$ cat config.mk
export PLATFORM = sky130hd
export DESIGN_NAME = sdo_expedited_client_core
export DESIGN_NICKNAME = d
export VERILOG_FILES = /design/src/hdl/sdo_pkg.sv /design/src/hdl/sdo_front.sv /design/src/hdl/sdo_queue.sv /design/src/hdl/sdo_back.sv /design/src/hdl/sdo_expedited_client_core.sv
export VERILOG_INCLUDE_DIRS = /design/src /design/src/hdl
export SDC_FILE = /design/constraint.sdc
export NUM_CORES = 1
export LEC_CHECK = 0
export ABC_AREA = 1
export BUFFER_PORTS_ARGS = -buffer_cell sky130_fd_sc_hd__clkbuf_2
export CAP_MARGIN = 30
export CORE_ASPECT_RATIO = 1.1
export CORE_MARGIN = 2
export CORE_UTILIZATION = 64
export CTS_BUF_LIST = sky130_fd_sc_hd__clkbuf_4
export DETAILED_ROUTE_END_ITERATION = 6
export GPL_TIMING_DRIVEN = 0
export PLACE_DENSITY = 0.95
export SYNTH_ARGS = -nofsm -noshare
export SYNTH_HDL_FRONTEND = slang
export SYNTH_SLANG_ARGS = --single-unit
$ cat constraint.sdc
create_clock -name i_clk -period 16.7 [get_ports i_clk]
set_input_delay 3.34 -clock i_clk [delete_from_list [all_inputs] [get_ports i_clk]]
set_output_delay 3.34 -clock i_clk [all_outputs]
set_load 0.02 [all_outputs]
$ cat src/hdl/sdo_expedited_client_core_macros.svh
// Assertion macros shared by the SDO client modules.
// Depends on nothing; included by the files that carry assertions.
`ifndef SDO_EXPEDITED_CLIENT_CORE_MACROS_SVH
`define SDO_EXPEDITED_CLIENT_CORE_MACROS_SVH

// Condition must hold in the same cycle as the trigger.
`define SDO_ASSERT_NOW(label, clk, rst_n, ante, cons, msg) \
    label: assert property (@(posedge clk) disable iff (!rst_n) (ante) |-> (cons)) \
        else $error(msg);

// Condition must hold in the cycle after the trigger.
`define SDO_ASSERT_NEXT(label, clk, rst_n, ante, cons, msg) \
    label: assert property (@(posedge clk) disable iff (!rst_n) (ante) |=> (cons)) \
        else $error(msg);

`endif

$ cat src/hdl/sdo_pkg.sv
// Shared types and constants of the expedited SDO client.
// Used by the front, queue, back and top level modules; depends on nothing.
package sdo_pkg;

    // Input modes
    localparam logic [2:0] MODE_WRITE        = 3'd0;
    localparam logic [2:0] MODE_READ         = 3'd1;
    localparam logic [2:0] MODE_WRITE_NOWAIT = 3'd2;
    localparam logic [2:0] MODE_FRAME        = 3'd3;
    localparam logic [2:0] MODE_TICK         = 3'd4;

    // Classified item kinds
    typedef logic [1:0] t_kind;
    localparam t_kind KIND_CMD   = 2'd0;
    localparam t_kind KIND_FRAME = 2'd1;
    localparam t_kind KIND_TICK  = 2'd2;

    // Result kinds and status codes
    localparam logic       RESULT_FRAME   = 1'b0;
    localparam logic       RESULT_DONE    = 1'b1;
    localparam logic [1:0] STATUS_OK      = 2'd0;
    localparam logic [1:0] STATUS_ERROR   = 2'd1;
    localparam logic [1:0] STATUS_TIMEOUT = 2'd2;
    localparam logic [1:0] STATUS_BUSY    = 2'd3;

    // Configuration register indexes
    localparam logic REG_ATTEMPTS = 1'b0;
    localparam logic REG_RETRY    = 1'b1;
    localparam logic [7:0] ATTEMPTS_RESET = 8'd15;
    localparam logic       RETRY_RESET    = 1'b1;

    // Command bytes
    localparam logic [7:0] CMD_WRITE_BASE = 8'h20;
    localparam logic [7:0] CMD_READ_BASE  = 8'h40;
    localparam logic [7:0] SIZE_CODE_1    = 8'h0F;
    localparam logic [7:0] SIZE_CODE_2    = 8'h0B;
    localparam logic [7:0] SIZE_CODE_3    = 8'h07;
    localparam logic [7:0] SIZE_CODE_4    = 8'h03;
    localparam logic [7:0] REPLY_WRITE_OK = 8'h60;
    localparam logic [3:0] REPLY_READ_HI  = 4'h4;
    localparam logic [7:0] REPLY_READ_1   = 8'h4F;
    localparam logic [7:0] REPLY_READ_2   = 8'h4B;
    localparam logic [7:0] REPLY_READ_3   = 8'h47;
    localparam logic [7:0] REPLY_READ_4   = 8'h43;

    // Upper four identifier bits: 0x600 request, 0x580 response
    localparam logic [3:0] REQ_ID_HI = 4'hC;
    localparam logic [3:0] RSP_ID_HI = 4'hB;
    localparam logic [3:0] MIN_REPLY_LEN = 4'd4;
    localparam logic [2:0] MAX_DATA_SIZE = 3'd4;

    typedef struct packed {
        t_kind       kind;
        logic        wait_reply;  // command that waits for a reply
        logic        is_read;
        logic [6:0]  node;        // command node or reply node from the id
        logic [15:0] index;
        logic [7:0]  sub;
        logic [63:0] data;        // request bytes, or decoded read value
        logic        reply_ok;    // response id range and length are fine
        logic        wr_ok;
        logic        rd_ok;
        logic [2:0]  rd_size;
    } t_item;

    typedef struct packed {
        logic        kind;
        logic [10:0] tx_id;
        logic [63:0] tx_bytes;
        logic [1:0]  status;
        logic [2:0]  read_size;
        logic [31:0] read_value;
    } t_result;

endpackage

$ cat src/hdl/sdo_front.sv
// Front end: classifies incoming items and builds request and reply fields.
// Depends on sdo_pkg; feeds sdo_queue.
module sdo_front
    import sdo_pkg::*;
(
    input  logic        i_valid,
    input  logic        i_queue_full,
    input  logic [2:0]  i_mode,
    input  logic [6:0]  i_node_id,
    input  logic [15:0] i_obj_index,
    input  logic [7:0]  i_obj_subindex,
    input  logic [2:0]  i_data_size,
    input  logic [31:0] i_data_value,
    input  logic [10:0] i_frame_id,
    input  logic [3:0]  i_frame_dlc,
    input  logic [63:0] i_frame_bytes,
    output logic        o_ready,
    output logic        o_push,
    output t_item       o_item
);

    logic [2:0]  w_size;
    logic [7:0]  w_code;
    logic [7:0]  w_cmd;
    logic [31:0] w_req_data;
    logic [7:0]  w_reply_cmd;
    logic [2:0]  w_rd_size;
    logic [31:0] w_rd_value;
    logic        w_known;
    logic        w_is_cmd;

    assign w_size = (i_data_size > MAX_DATA_SIZE) ? MAX_DATA_SIZE : i_data_size;

    always_comb begin
        unique case (w_size)
            3'd1:    w_code = SIZE_CODE_1;
            3'd2:    w_code = SIZE_CODE_2;
            3'd3:    w_code = SIZE_CODE_3;
            3'd4:    w_code = SIZE_CODE_4;
            default: w_code = 8'h00;
        endcase
    end

    assign w_cmd = ((i_mode == MODE_READ) ? CMD_READ_BASE : CMD_WRITE_BASE) + w_code;

    always_comb begin
        for (int k = 0; k < 4; k++) begin
            w_req_data[8*k +: 8] = (3'(k) < w_size) ? i_data_value[8*k +: 8] : 8'h00;
        end
    end

    // Reply decoding is stateless, so it is done here; matching happens later.
    assign w_reply_cmd = i_frame_bytes[7:0];

    always_comb begin
        unique case (w_reply_cmd)
            REPLY_READ_1: w_rd_size = 3'd1;
            REPLY_READ_2: w_rd_size = 3'd2;
            REPLY_READ_3: w_rd_size = 3'd3;
            REPLY_READ_4: w_rd_size = 3'd4;
            default:      w_rd_size = 3'd0;
        endcase
    end

    always_comb begin
        for (int k = 0; k < 4; k++) begin
            w_rd_value[8*k +: 8] = (3'(k) < w_rd_size) ? i_frame_bytes[32 + 8*k +: 8] : 8'h00;
        end
    end

    assign w_is_cmd = (i_mode == MODE_WRITE) || (i_mode == MODE_READ) ||
                      (i_mode == MODE_WRITE_NOWAIT);
    assign w_known  = w_is_cmd || (i_mode == MODE_FRAME) || (i_mode == MODE_TICK);

    assign o_ready = !i_queue_full;
    // Unused modes are taken and dropped here.
    assign o_push  = i_valid && !i_queue_full && w_known;

    always_comb begin
        o_item = '0;
        if (w_is_cmd) begin
            o_item.kind       = KIND_CMD;
            o_item.wait_reply = (i_mode != MODE_WRITE_NOWAIT);
            o_item.is_read    = (i_mode == MODE_READ);
            o_item.node       = i_node_id;
            o_item.index      = i_obj_index;
            o_item.sub        = i_obj_subindex;
            o_item.data       = {w_req_data, i_obj_subindex, i_obj_index, w_cmd};
        end else begin
            o_item.kind     = (i_mode == MODE_FRAME) ? KIND_FRAME : KIND_TICK;
            o_item.node     = i_frame_id[6:0];
            o_item.index    = i_frame_bytes[23:8];
            o_item.sub      = i_frame_bytes[31:24];
            o_item.data     = {32'h0, w_rd_value};
            o_item.reply_ok = (i_frame_id[10:7] == RSP_ID_HI) &&
                              (i_frame_dlc >= MIN_REPLY_LEN);
            o_item.wr_ok    = (w_reply_cmd == REPLY_WRITE_OK);
            o_item.rd_ok    = (w_reply_cmd[7:4] == REPLY_READ_HI);
            o_item.rd_size  = w_rd_size;
        end
    end

endmodule

$ cat src/hdl/sdo_queue.sv
// Short queue of classified items between the front and back ends.
// Depends on sdo_pkg and the assertion macro header.
`include "sdo_expedited_client_core_macros.svh"
module sdo_queue
    import sdo_pkg::*;
#(
    parameter int DEPTH = 2
) (
    input  logic  i_clk,
    input  logic  i_rst_n,
    input  logic  i_push,
    input  t_item i_item,
    input  logic  i_pop,
    output logic  o_full,
    output logic  o_empty,
    output t_item o_head
);

    localparam int AW = (DEPTH > 1) ? $clog2(DEPTH) : 1;
    localparam int CW = $clog2(DEPTH + 1);
    localparam logic [AW-1:0] LAST = AW'(DEPTH - 1);
    localparam logic [CW-1:0] FULL_COUNT = CW'(DEPTH);

    t_item r_mem [DEPTH];
    logic [AW-1:0] r_wr_ptr, n_wr_ptr;
    logic [AW-1:0] r_rd_ptr, n_rd_ptr;
    logic [CW-1:0] r_count, n_count;

    assign o_full  = (r_count == FULL_COUNT);
    assign o_empty = (r_count == '0);
    assign o_head  = r_mem[r_rd_ptr];

    always_comb begin
        n_wr_ptr = r_wr_ptr;
        n_rd_ptr = r_rd_ptr;
        n_count  = r_count;
        if (i_push) begin
            n_wr_ptr = (r_wr_ptr == LAST) ? '0 : r_wr_ptr + 1'b1;
        end
        if (i_pop) begin
            n_rd_ptr = (r_rd_ptr == LAST) ? '0 : r_rd_ptr + 1'b1;
        end
        if (i_push && !i_pop) begin
            n_count = r_count + 1'b1;
        end else if (i_pop && !i_push) begin
            n_count = r_count - 1'b1;
        end
    end

    always_ff @(posedge i_clk) begin
        if (!i_rst_n) begin
            r_wr_ptr <= '0;
            r_rd_ptr <= '0;
            r_count  <= '0;
        end else begin
            r_wr_ptr <= n_wr_ptr;
            r_rd_ptr <= n_rd_ptr;
            r_count  <= n_count;
        end
    end

    always_ff @(posedge i_clk) begin
        if (i_push) begin
            r_mem[r_wr_ptr] <= i_item;
        end
    end

    `SDO_ASSERT_NOW(a_no_push_full, i_clk, i_rst_n, i_push, !o_full, "push into full queue")
    `SDO_ASSERT_NOW(a_no_pop_empty, i_clk, i_rst_n, i_pop, !o_empty, "pop from empty queue")

endmodule

$ cat src/hdl/sdo_back.sv
// Back end: transfer state, reply matching, attempt counting and result register.
// Depends on sdo_pkg and the assertion macro header; drains sdo_queue.
`include "sdo_expedited_client_core_macros.svh"
module sdo_back
    import sdo_pkg::*;
(
    input  logic       i_clk,
    input  logic       i_rst_n,
    input  logic       i_cfg_wr_en,
    input  logic       i_cfg_addr,
    input  logic [7:0] i_cfg_wdata,
    input  logic       i_empty,
    input  t_item      i_head,
    output logic       o_pop,
    output logic       o_valid,
    output t_result    o_result,
    input  logic       i_ready
);

    logic [7:0]  r_attempts_cfg;
    logic        r_retry_en;

    logic        r_busy, n_busy;
    logic        r_is_read, n_is_read;
    logic [6:0]  r_node, n_node;
    logic [15:0] r_index, n_index;
    logic [7:0]  r_sub, n_sub;
    logic [7:0]  r_attempts_left, n_attempts_left;
    logic        r_already_resent, n_already_resent;
    logic [63:0] r_saved_request, n_saved_request;

    logic        r_out_valid, n_out_valid;
    t_result     r_out, n_out;

    logic        w_res_valid;
    t_result     w_res;
    logic [7:0]  w_load;
    logic [7:0]  w_dec;
    logic        w_match;

    // The next item moves on when the result register is free or being drained.
    assign o_pop = !i_empty && (!r_out_valid || i_ready);

    assign w_load  = (r_attempts_cfg == 8'd0) ? 8'd1 : r_attempts_cfg;
    assign w_dec   = (r_attempts_left != 8'd0) ? r_attempts_left - 8'd1 : r_attempts_left;
    assign w_match = (i_head.kind == KIND_FRAME) && i_head.reply_ok &&
                     (i_head.node == r_node) && (i_head.index == r_index) &&
                     (i_head.sub == r_sub);

    always_comb begin
        n_busy           = r_busy;
        n_is_read        = r_is_read;
        n_node           = r_node;
        n_index          = r_index;
        n_sub            = r_sub;
        n_attempts_left  = r_attempts_left;
        n_already_resent = r_already_resent;
        n_saved_request  = r_saved_request;
        w_res_valid      = 1'b0;
        w_res            = '0;
        if (o_pop) begin
            unique case (i_head.kind) inside
                KIND_CMD: begin
                    w_res_valid = 1'b1;
                    if (r_busy) begin
                        w_res.kind   = RESULT_DONE;
                        w_res.status = STATUS_BUSY;
                    end else begin
                        w_res.kind     = RESULT_FRAME;
                        w_res.tx_id    = {REQ_ID_HI, i_head.node};
                        w_res.tx_bytes = i_head.data;
                        if (i_head.wait_reply) begin
                            n_busy           = 1'b1;
                            n_is_read        = i_head.is_read;
                            n_node           = i_head.node;
                            n_index          = i_head.index;
                            n_sub            = i_head.sub;
                            n_attempts_left  = w_load;
                            n_already_resent = 1'b0;
                            n_saved_request  = i_head.data;
                        end
                    end
                end
                KIND_FRAME, KIND_TICK: begin
                    if (r_busy && w_match) begin
                        n_busy      = 1'b0;
                        w_res_valid = 1'b1;
                        w_res.kind  = RESULT_DONE;
                        if (!r_is_read) begin
                            w_res.status = i_head.wr_ok ? STATUS_OK : STATUS_ERROR;
                        end else if (i_head.rd_ok) begin
                            w_res.status     = STATUS_OK;
                            w_res.read_size  = i_head.rd_size;
                            w_res.read_value = i_head.data[31:0];
                        end else begin
                            w_res.status = STATUS_ERROR;
                        end
                    end else if (r_busy) begin
                        n_attempts_left = w_dec;
                        if (w_dec == 8'd0) begin
                            w_res_valid = 1'b1;
                            if (!r_is_read && r_retry_en && !r_already_resent) begin
                                n_already_resent = 1'b1;
                                n_attempts_left  = w_load;
                                w_res.kind       = RESULT_FRAME;
                                w_res.tx_id      = {REQ_ID_HI, r_node};
                                w_res.tx_bytes   = r_saved_request;
                            end else begin
                                n_busy       = 1'b0;
                                w_res.kind   = RESULT_DONE;
                                w_res.status = STATUS_TIMEOUT;
                            end
                        end
                    end
                end
                default: ;
            endcase
        end
    end

    always_comb begin
        n_out_valid = r_out_valid;
        n_out       = r_out;
        if (!r_out_valid || i_ready) begin
            n_out_valid = w_res_valid;
            n_out       = w_res;
        end
    end

    always_ff @(posedge i_clk) begin
        if (!i_rst_n) begin
            r_attempts_cfg   <= ATTEMPTS_RESET;
            r_retry_en       <= RETRY_RESET;
            r_busy           <= 1'b0;
            r_is_read        <= 1'b0;
            r_node           <= '0;
            r_index          <= '0;
            r_sub            <= '0;
            r_attempts_left  <= '0;
            r_already_resent <= 1'b0;
            r_saved_request  <= '0;
            r_out_valid      <= 1'b0;
        end else begin
            if (i_cfg_wr_en && i_cfg_addr == REG_ATTEMPTS) begin
                r_attempts_cfg <= i_cfg_wdata;
            end
            if (i_cfg_wr_en && i_cfg_addr == REG_RETRY) begin
                r_retry_en <= i_cfg_wdata[0];
            end
            r_busy           <= n_busy;
            r_is_read        <= n_is_read;
            r_node           <= n_node;
            r_index          <= n_index;
            r_sub            <= n_sub;
            r_attempts_left  <= n_attempts_left;
            r_already_resent <= n_already_resent;
            r_saved_request  <= n_saved_request;
            r_out_valid      <= n_out_valid;
        end
    end

    always_ff @(posedge i_clk) begin
        r_out <= n_out;
    end

    assign o_valid  = r_out_valid;
    assign o_result = r_out;

    `SDO_ASSERT_NOW(a_busy_has_attempts, i_clk, i_rst_n, r_busy, r_attempts_left != 8'd0, "busy with no attempts left")
    `SDO_ASSERT_NOW(a_resend_only_write, i_clk, i_rst_n, r_busy && r_already_resent, !r_is_read, "read marked as resent")
    `SDO_ASSERT_NEXT(a_busy_cmd_keeps, i_clk, i_rst_n, o_pop && i_head.kind == KIND_CMD && r_busy, r_busy, "busy command ended transfer")

endmodule

$ cat src/hdl/sdo_expedited_client_core.sv
// Expedited CANopen SDO client: in the slave stream go commands, received
// frames and ticks; out of the master stream come request frames to send and
// transfer completions. Mode travels in tuser, the remaining fields in tdata.
// The config port sets attempts_per_send (index 0) and write_retry_enable
// (index 1); write it only while no transfer is in progress.
// An accepted item is written into the item queue; once it reaches the head
// and is popped, the back end registers its result in the result register.
// Throughput: one item per cycle, no-result items included, set by the back
// end that drains the queue while the result register is free or draining.
// When the receiver stalls, the result register holds and the queue absorbs
// up to QUEUE_DEPTH further items before s_axis_tready drops.
// Reset (synchronous, active low) clears the queue, the pending transfer and
// the result register and restores the register defaults (15 attempts,
// write resend enabled).
// Depends on sdo_pkg, sdo_front, sdo_queue and sdo_back.
module sdo_expedited_client_core
    import sdo_pkg::*;
#(
    parameter int QUEUE_DEPTH = 2
) (
    input  logic         i_clk,
    input  logic         i_rst_n,
    // Slave stream
    input  logic         i_s_axis_tvalid,
    output logic         o_s_axis_tready,
    // tdata: node_id, obj_index, obj_subindex, data_size, data_value,
    //        frame_id, frame_dlc, frame_bytes, zero fill
    input  logic [151:0] i_s_axis_tdata,
    // tuser: mode
    input  logic [2:0]   i_s_axis_tuser,
    // Master stream
    output logic         o_m_axis_tvalid,
    input  logic         i_m_axis_tready,
    // tdata: tx_id, tx_bytes, status, read_size, read_value
    output logic [111:0] o_m_axis_tdata,
    // tuser: result_kind
    output logic         o_m_axis_tuser,
    // Configuration write port
    input  logic         i_cfg_wr_en,
    input  logic         i_cfg_addr,
    input  logic [7:0]   i_cfg_wdata
);

    logic    w_push;
    logic    w_pop;
    logic    w_full;
    logic    w_empty;
    t_item   w_item;
    t_item   w_head;
    t_result w_result;

    sdo_front u_front (
        .i_valid        (i_s_axis_tvalid),
        .i_queue_full   (w_full),
        .i_mode         (i_s_axis_tuser),
        .i_node_id      (i_s_axis_tdata[6:0]),
        .i_obj_index    (i_s_axis_tdata[22:7]),
        .i_obj_subindex (i_s_axis_tdata[30:23]),
        .i_data_size    (i_s_axis_tdata[33:31]),
        .i_data_value   (i_s_axis_tdata[65:34]),
        .i_frame_id     (i_s_axis_tdata[76:66]),
        .i_frame_dlc    (i_s_axis_tdata[80:77]),
        .i_frame_bytes  (i_s_axis_tdata[144:81]),
        .o_ready        (o_s_axis_tready),
        .o_push         (w_push),
        .o_item         (w_item)
    );

    sdo_queue #(
        .DEPTH (QUEUE_DEPTH)
    ) u_queue (
        .i_clk   (i_clk),
        .i_rst_n (i_rst_n),
        .i_push  (w_push),
        .i_item  (w_item),
        .i_pop   (w_pop),
        .o_full  (w_full),
        .o_empty (w_empty),
        .o_head  (w_head)
    );

    sdo_back u_back (
        .i_clk       (i_clk),
        .i_rst_n     (i_rst_n),
        .i_cfg_wr_en (i_cfg_wr_en),
        .i_cfg_addr  (i_cfg_addr),
        .i_cfg_wdata (i_cfg_wdata),
        .i_empty     (w_empty),
        .i_head      (w_head),
        .o_pop       (w_pop),
        .o_valid     (o_m_axis_tvalid),
        .o_result    (w_result),
        .i_ready     (i_m_axis_tready)
    );

    assign o_m_axis_tdata = {w_result.read_value, w_result.read_size, w_result.status,
                             w_result.tx_bytes, w_result.tx_id};
    assign o_m_axis_tuser = w_result.kind;

endmodule
== After elaboration in Yosys (flattened, before gate mapping) ==
Memory sizes are Yosys's and may differ from the RTL's. A register that Yosys moved wholly into a read port is not among the register bits.
Cells that the tools add are included.
W data, S select, Z words.
Storage, ports and cells
  output and inout bits: 115
  flip-flop bits (word level): 233
  logic and storage cells: 176
  bits of input ports: 169
  memories kept: 1
  bits in writable memories: 210
Memory list
  u_queue.r_mem: words 2, bits a word 105, rd ports 1, clocked after Yosys merged registers in 1, wr ports 1, RTL line sdo_queue.sv:24  | t_item r_mem [DEPTH];
Cells by class
  bitwise gates (word level): 2
  mux-type cells: 68
  magnitude comparators: 10
  $add $sub $neg: 6
  equality and inequality tests: 28
  reduce and logical (&&, ||, !) cells: 41
Operator list (number)
  $mux W75: 3
  $mux W78: 2
  $pmux W78 S2: 1
  $mux W8: 16
  $mux W95: 1
  $eq A8 B7 Y1 const B: 5
  $mux W1: 27
  $mux W2: 9
  $eq A16 B16 Y1: 1
  $logic_not A8 Y1: 2
  $pmux W4 S4: 1
  $pmux W8 S2: 1
  $logic_and A1 B1 Y1: 15
  $eq A3 B2 Y1 const B: 4
  $lt A1 B3 Y1 const A: 4
  $lt A2 B3 Y1 const A: 4
  $pmux W3 S4: 1
  $add A8 B4 Y8: 1
  $eq A8 B8 Y1: 1
  $ne A2 B1 Y1 const B: 4
  $reduce_and A8 Y1: 1
  $reduce_bool A8 Y1: 1
  $sub A8 B1 Y8 const B: 1
  $eq A7 B7 Y1: 1
  other kinds (28): 48

== Depth between registers and ports, before layout ==
  depth after elaboration: 10
  gate-level depth with buffers: 22
  gate-level depth less buffers: 18

== By module ==
Synthesis repeated with hierarchy kept, for this count alone.
Unflattened totals
  cell total of the unflattened synthesis: 1872
  area, all modules: 19372.3 um2
By module, submodules not included
  sdo_back: instances 1, sequential area each 5625.4 um2, cells an instance 1194, area each 10040.9 um2
  sdo_queue: instances 1, sequential area each 6406.1 um2, cells an instance 362, area each 8055.2 um2
  sdo_front: instances 1, sequential area each 0.0 um2, cells an instance 316, area each 1276.2 um2

== Least setup slack after synthesis ==
Ideal clock, no wire load.
  path kind: input to register
  start point: input i_s_axis_tuser[1]
  end point: memory u_queue.r_mem[1][0] in the netlist's numbering, enable pin
  setup slack: 8117 ps
  arrival time: 8012 ps
  buffers on the path: 0
  setup time: 572 ps
  data required time: 16128 ps
  stages: 3
  cell sequence: o21ai_0 -> nand3_1 -> nor2_1
On the way
  cells in the longest elaborated chain, start to end: 8
  elaborated cells between the ends (all ways): 12
  those cells by class: 4 x eq/ne; 2 x mux; 6 x reduce/logical
RTL lines
  from (decl): RTL line sdo_expedited_client_core.sv:30  | input logic [2:0] i_s_axis_tuser,
  $eq A3 B1 Y1 / $logic_not A3 Y1 (equally long branches): RTL line sdo_front.sv:71  | assign w_is_cmd = (i_mode == MODE_WRITE) || (i_mode == MODE_READ) ||
  $logic_or A1 B1 Y1 (2 in series): RTL line sdo_front.sv:71
  $logic_or A1 B1 Y1: RTL line sdo_front.sv:73  | assign w_known = w_is_cmd || (i_mode == MODE_FRAME) || (i_mode == MODE_TICK);
  $logic_or A1 B1 Y1 *: RTL line sdo_front.sv:73
  $logic_and A1 B1 Y1 *: RTL line sdo_front.sv:77  | assign o_push = i_valid && !i_queue_full && w_known;
  $mux W1 *: RTL line sdo_queue.sv:63  | if (i_push) begin
  $mux W1 (not written as such) *: RTL line sdo_queue.sv:64  | r_mem[r_wr_ptr] <= i_item;
  to (decl): RTL line sdo_queue.sv:24
Mark *: on every way between the ends. The rest lies on a longest branch, timed or not.

== Final worst setup path ==
  start point: input i_m_axis_tready
  end point: register u_back.r_saved_request[36]
On the way
  cells in the longest elaborated chain, start to end: 3
RTL lines
  from (decl): RTL line sdo_expedited_client_core.sv:33  | input logic i_m_axis_tready,
  $logic_or A1 B1 Y1: RTL line sdo_back.sv:42  | assign o_pop = !i_empty && (!r_out_valid || i_ready);
  $logic_and A1 B1 Y1: RTL line sdo_back.sv:42
  $reduce_and A4 Y1 (no line)
  to (signal assigned): RTL line sdo_back.sv:157  | r_saved_request <= n_saved_request;
  to (decl): RTL line sdo_back.sv:30  | logic [63:0] r_saved_request, n_saved_request;
Every way passes these cells.
A chain may end at the register's enable or synchronous reset.

==> results.md <==
- Initial antenna violation count: 3
- Post-CTS setup buffers: 0
- # nets final: 2544
- 1st-iter DRT viols: 2461
- Top Layer Used: met4
- Sw Ratio: 0.403
- Fin. max-slew vios: 0
- Pint: 2180 µW
- Status: finished clean
- Final setup TNS: 0 ps
- CTS buffer count: 104
- Non-filler cells, final: 2881
- Detail Route met2 WL: 28000 µm
- Critical R2R Capture: u_back.r_index[4]$_SDFFE_PN0P_
- Crit end category: flop
- #FFs+latches synth: 441
- Fin util: 0.764
- Die width: 172 µm
- Grt total ovfl: 0
- Core area: 30400 µm²
- RSZ-0062 raised after global routing: no
- Register area share after synthesis: 0.609
- Logic pwr share: 0.359
- Yosys cell types: 46
- Die Area: 32300 µm²
- CTS Hold Bufs: 0
- FF-to-FF path depth: 15
- PD cells: 157 nW/µm²
- Tot GR Track Use: 0.381
- Clock network power share: 0.252
- Max frequency: 0.190 GHz
- Peak VDD IR: 0.0000754 V
- Critical path type: in2reg
- Leading cell type in the layout, fill and taps excluded: nand2_1
- Worst slew margin: 0.374
- HPWL Detailed: 40200 µm
- Flop2flop setup slack: 11480 ps
- Mapped Area: 19800 µm²
- Post-CTS sizing: 0
- WL met3: 8170 µm
- Number of global-route vias before repair: 17300
- Slew at the pin closest to its max-slew limit: 939 ps
- LEAKAGE: 0.00969 µW
- Class of the worst hold path: reg2reg
- Post-Route WL: 61600 µm
- Reg power frac: 0.388
- Post-synthesis cell count: 1984
- Final Cycle Share: 0.315
- Pin count of the biggest net entering global routing: 66
- Root Buffer: clkbuf_4
- Average wire per standard cell: 21.4 µm
- Port bufs: 271
- Share of cells above drive strength 1: 0.306
- Critical Path RT: 17400 ps
- Clock sink count: 441
- WP data arrival: 5950 ps
- Hold Fails Final Rpt: 0
- Worst Hold End: u_back.r_saved_request[62]$_SDFFE_PN0P_
- Setup crit start kind: primary input
- H-tree Lvls: 3
- Net Sw Power: 1470 µW
- Skew final: 107 ps
- Via density: 6.04
- Drt first pass iters: 7
- Synthesis-to-finish area growth: 17.6%
- Post-route ant nets: 0
- WHS: 472 ps
- Avg Cell Area, Syn: 9.96 µm²
- Met1 wire length: 20200 µm
- Reg clk slew, reported paths: 80 ps
- CP max FO: 10
- Ys Warns: 0
- Total power: 3650 µW
- Commonest cells after routing, fill and taps aside: nand2_1, edfxtp_1, clkbuf_2, clkbuf_4, nor2_1
- Starting density of the core: 0.650
- WHS Path Cells: 2
- Post-Place Cells: 2678
- Min-delay src: u_back.r_saved_request[62]$_SDFFE_PN0P_
- Row count: 67
- CTS tree: yes
- Min Clock Period, post-route: 5250 ps
- Skew-Pair Late Insertion Delay: 870 ps
- DRC errors left: 0
- # IOs: 284
- Bufs on Longest Clock Path: 3
- Final setup violation count: 0
- First-pass GRT wire length: 92600 µm
- Die Y: 188 µm
- Routability cong.: 0.936
- Max_cap viols: 0
- Vias: 17400
-- logic make-up (layout without fill, tap and decap cells) --
kind of cell,count (synthesis),count (layout),share of synthesized area
compound gates,304,304,0.0977
fa+ha+maj,5,5,0.00316
buf+inv,238,715,0.0566
flops,441,441,0.609
other cells,1,7,0.000190
simple gates,995,995,0.234
-- state kept, by name (all words and copies together), names as in the netlist, 2 cells and up, named ones only --
signal                  cells
u_back.r_node               7
u_back.r_index             16
u_queue.r_count             2
u_back.r_attempts_left      8
u_back.r_attempts_cfg       8
u_queue.r_mem             210
u_back.r_saved_request     64
u_back.o_result           110
u_back.r_sub                8
-- worst max-delay path: stages --
cell,delay [ps]
clkbuf_2,80
nor2_1,460
a21oi_2,170
inv_2,150
nor3_4,120
inv_2,120
clkbuf_1,600
clkbuf_1,580
nand2_1,130
a21oi_1,190
-- routing by layer --
metal | vias up | track usage
li1 | 7493 | -
met1 | 7888 | 0.452
met2 | 1578 | 0.595
met3 | 455 | 0.110
met4 | 0 | 0.269
met5 | - | 0
-- cells in the mapped netlist (all sizes together) --
library cell / number / area [µm²]
nand2: 617 / 2400
edfxtp: 320 / 9610
nor2: 162 / 646
a21oi: 159 / 1070
nand3: 134 / 1040
inv: 125 / 469
dfxtp: 121 / 2420
o21ai: 96 / 488
or2: 67 / 419
clkbuf: 64 / 272
buf: 45 / 364
a211oi: 29 / 223
o31ai: 8 / 60.1
ha: 5 / 62.6
clkinv: 4 / 15.0
nand3b: 4 / 30.0
nand4: 4 / 25.0
o21bai: 4 / 30.0
nor3: 3 / 37.5
nor4: 3 / 18.8
o211ai: 3 / 22.5
a31oi: 2 / 12.5
a22o: 1 / 8.76
a32o: 1 / 10.0
conb: 1 / 3.75
nor4b: 1 / 8.76
o21a: 1 / 7.51
-- metrics by stage --
step | worst slack [ps] | cell area, µm²
2_1_floorplan | 8120 | 19800
3_3_place_gp | 5700 | 21600
3_5_place_dp | 10940 | 21800
4_1_cts | 11680 | 23200
5_1_grt | 11500 | 23200
6_report | 11450 | 23200
-- how the worst max path moves through the flow --
stage                                          from                                       to  slack [ps]  depth (start not counted)
floorplan                         i_s_axis_tuser[1]            u_queue.r_mem[1][0]$_DFFE_PP_        8120                          3
global placement                  i_s_axis_tuser[1]           u_queue.r_mem[1][30]$_DFFE_PP_        5700                          4
detailed placement                  i_m_axis_tready  u_back.r_saved_request[63]$_SDFFE_PN0P_       10940                         10
CTS                 u_queue.r_count[1]$_SDFFE_PN0P_                          o_s_axis_tready       11680                          4
global route                                   flop             u_back.r_sub[7]$_SDFFE_PN0P_       11500                         16
finish                              i_m_axis_tready  u_back.r_saved_request[36]$_SDFFE_PN0P_       11450                         10
-- area by class of cell --
cell class	count	area (µm²)
multi-input combinational	1306	6640
clock buffer	156	1170
antenna	5	12.5
timing repair buffer	279	1510
inverter	129	487
fill	1792	7190
sequential	441	12000
clock inverter	42	240
buffer	109	636
tap	414	518
-- power by group through the flow --
stage | clock [µW] | combinational (µW) | sequential [µW]
floorplan | 0 | 794 | 1490
global placement | 0 | 1180 | 1440
detailed placement | 0 | 1240 | 1430
CTS | 912 | 1260 | 1410
global route | 969 | 1390 | 1420
finish | 920 | 1310 | 1420
Note: power is estimated with default switching activity, not from simulation.
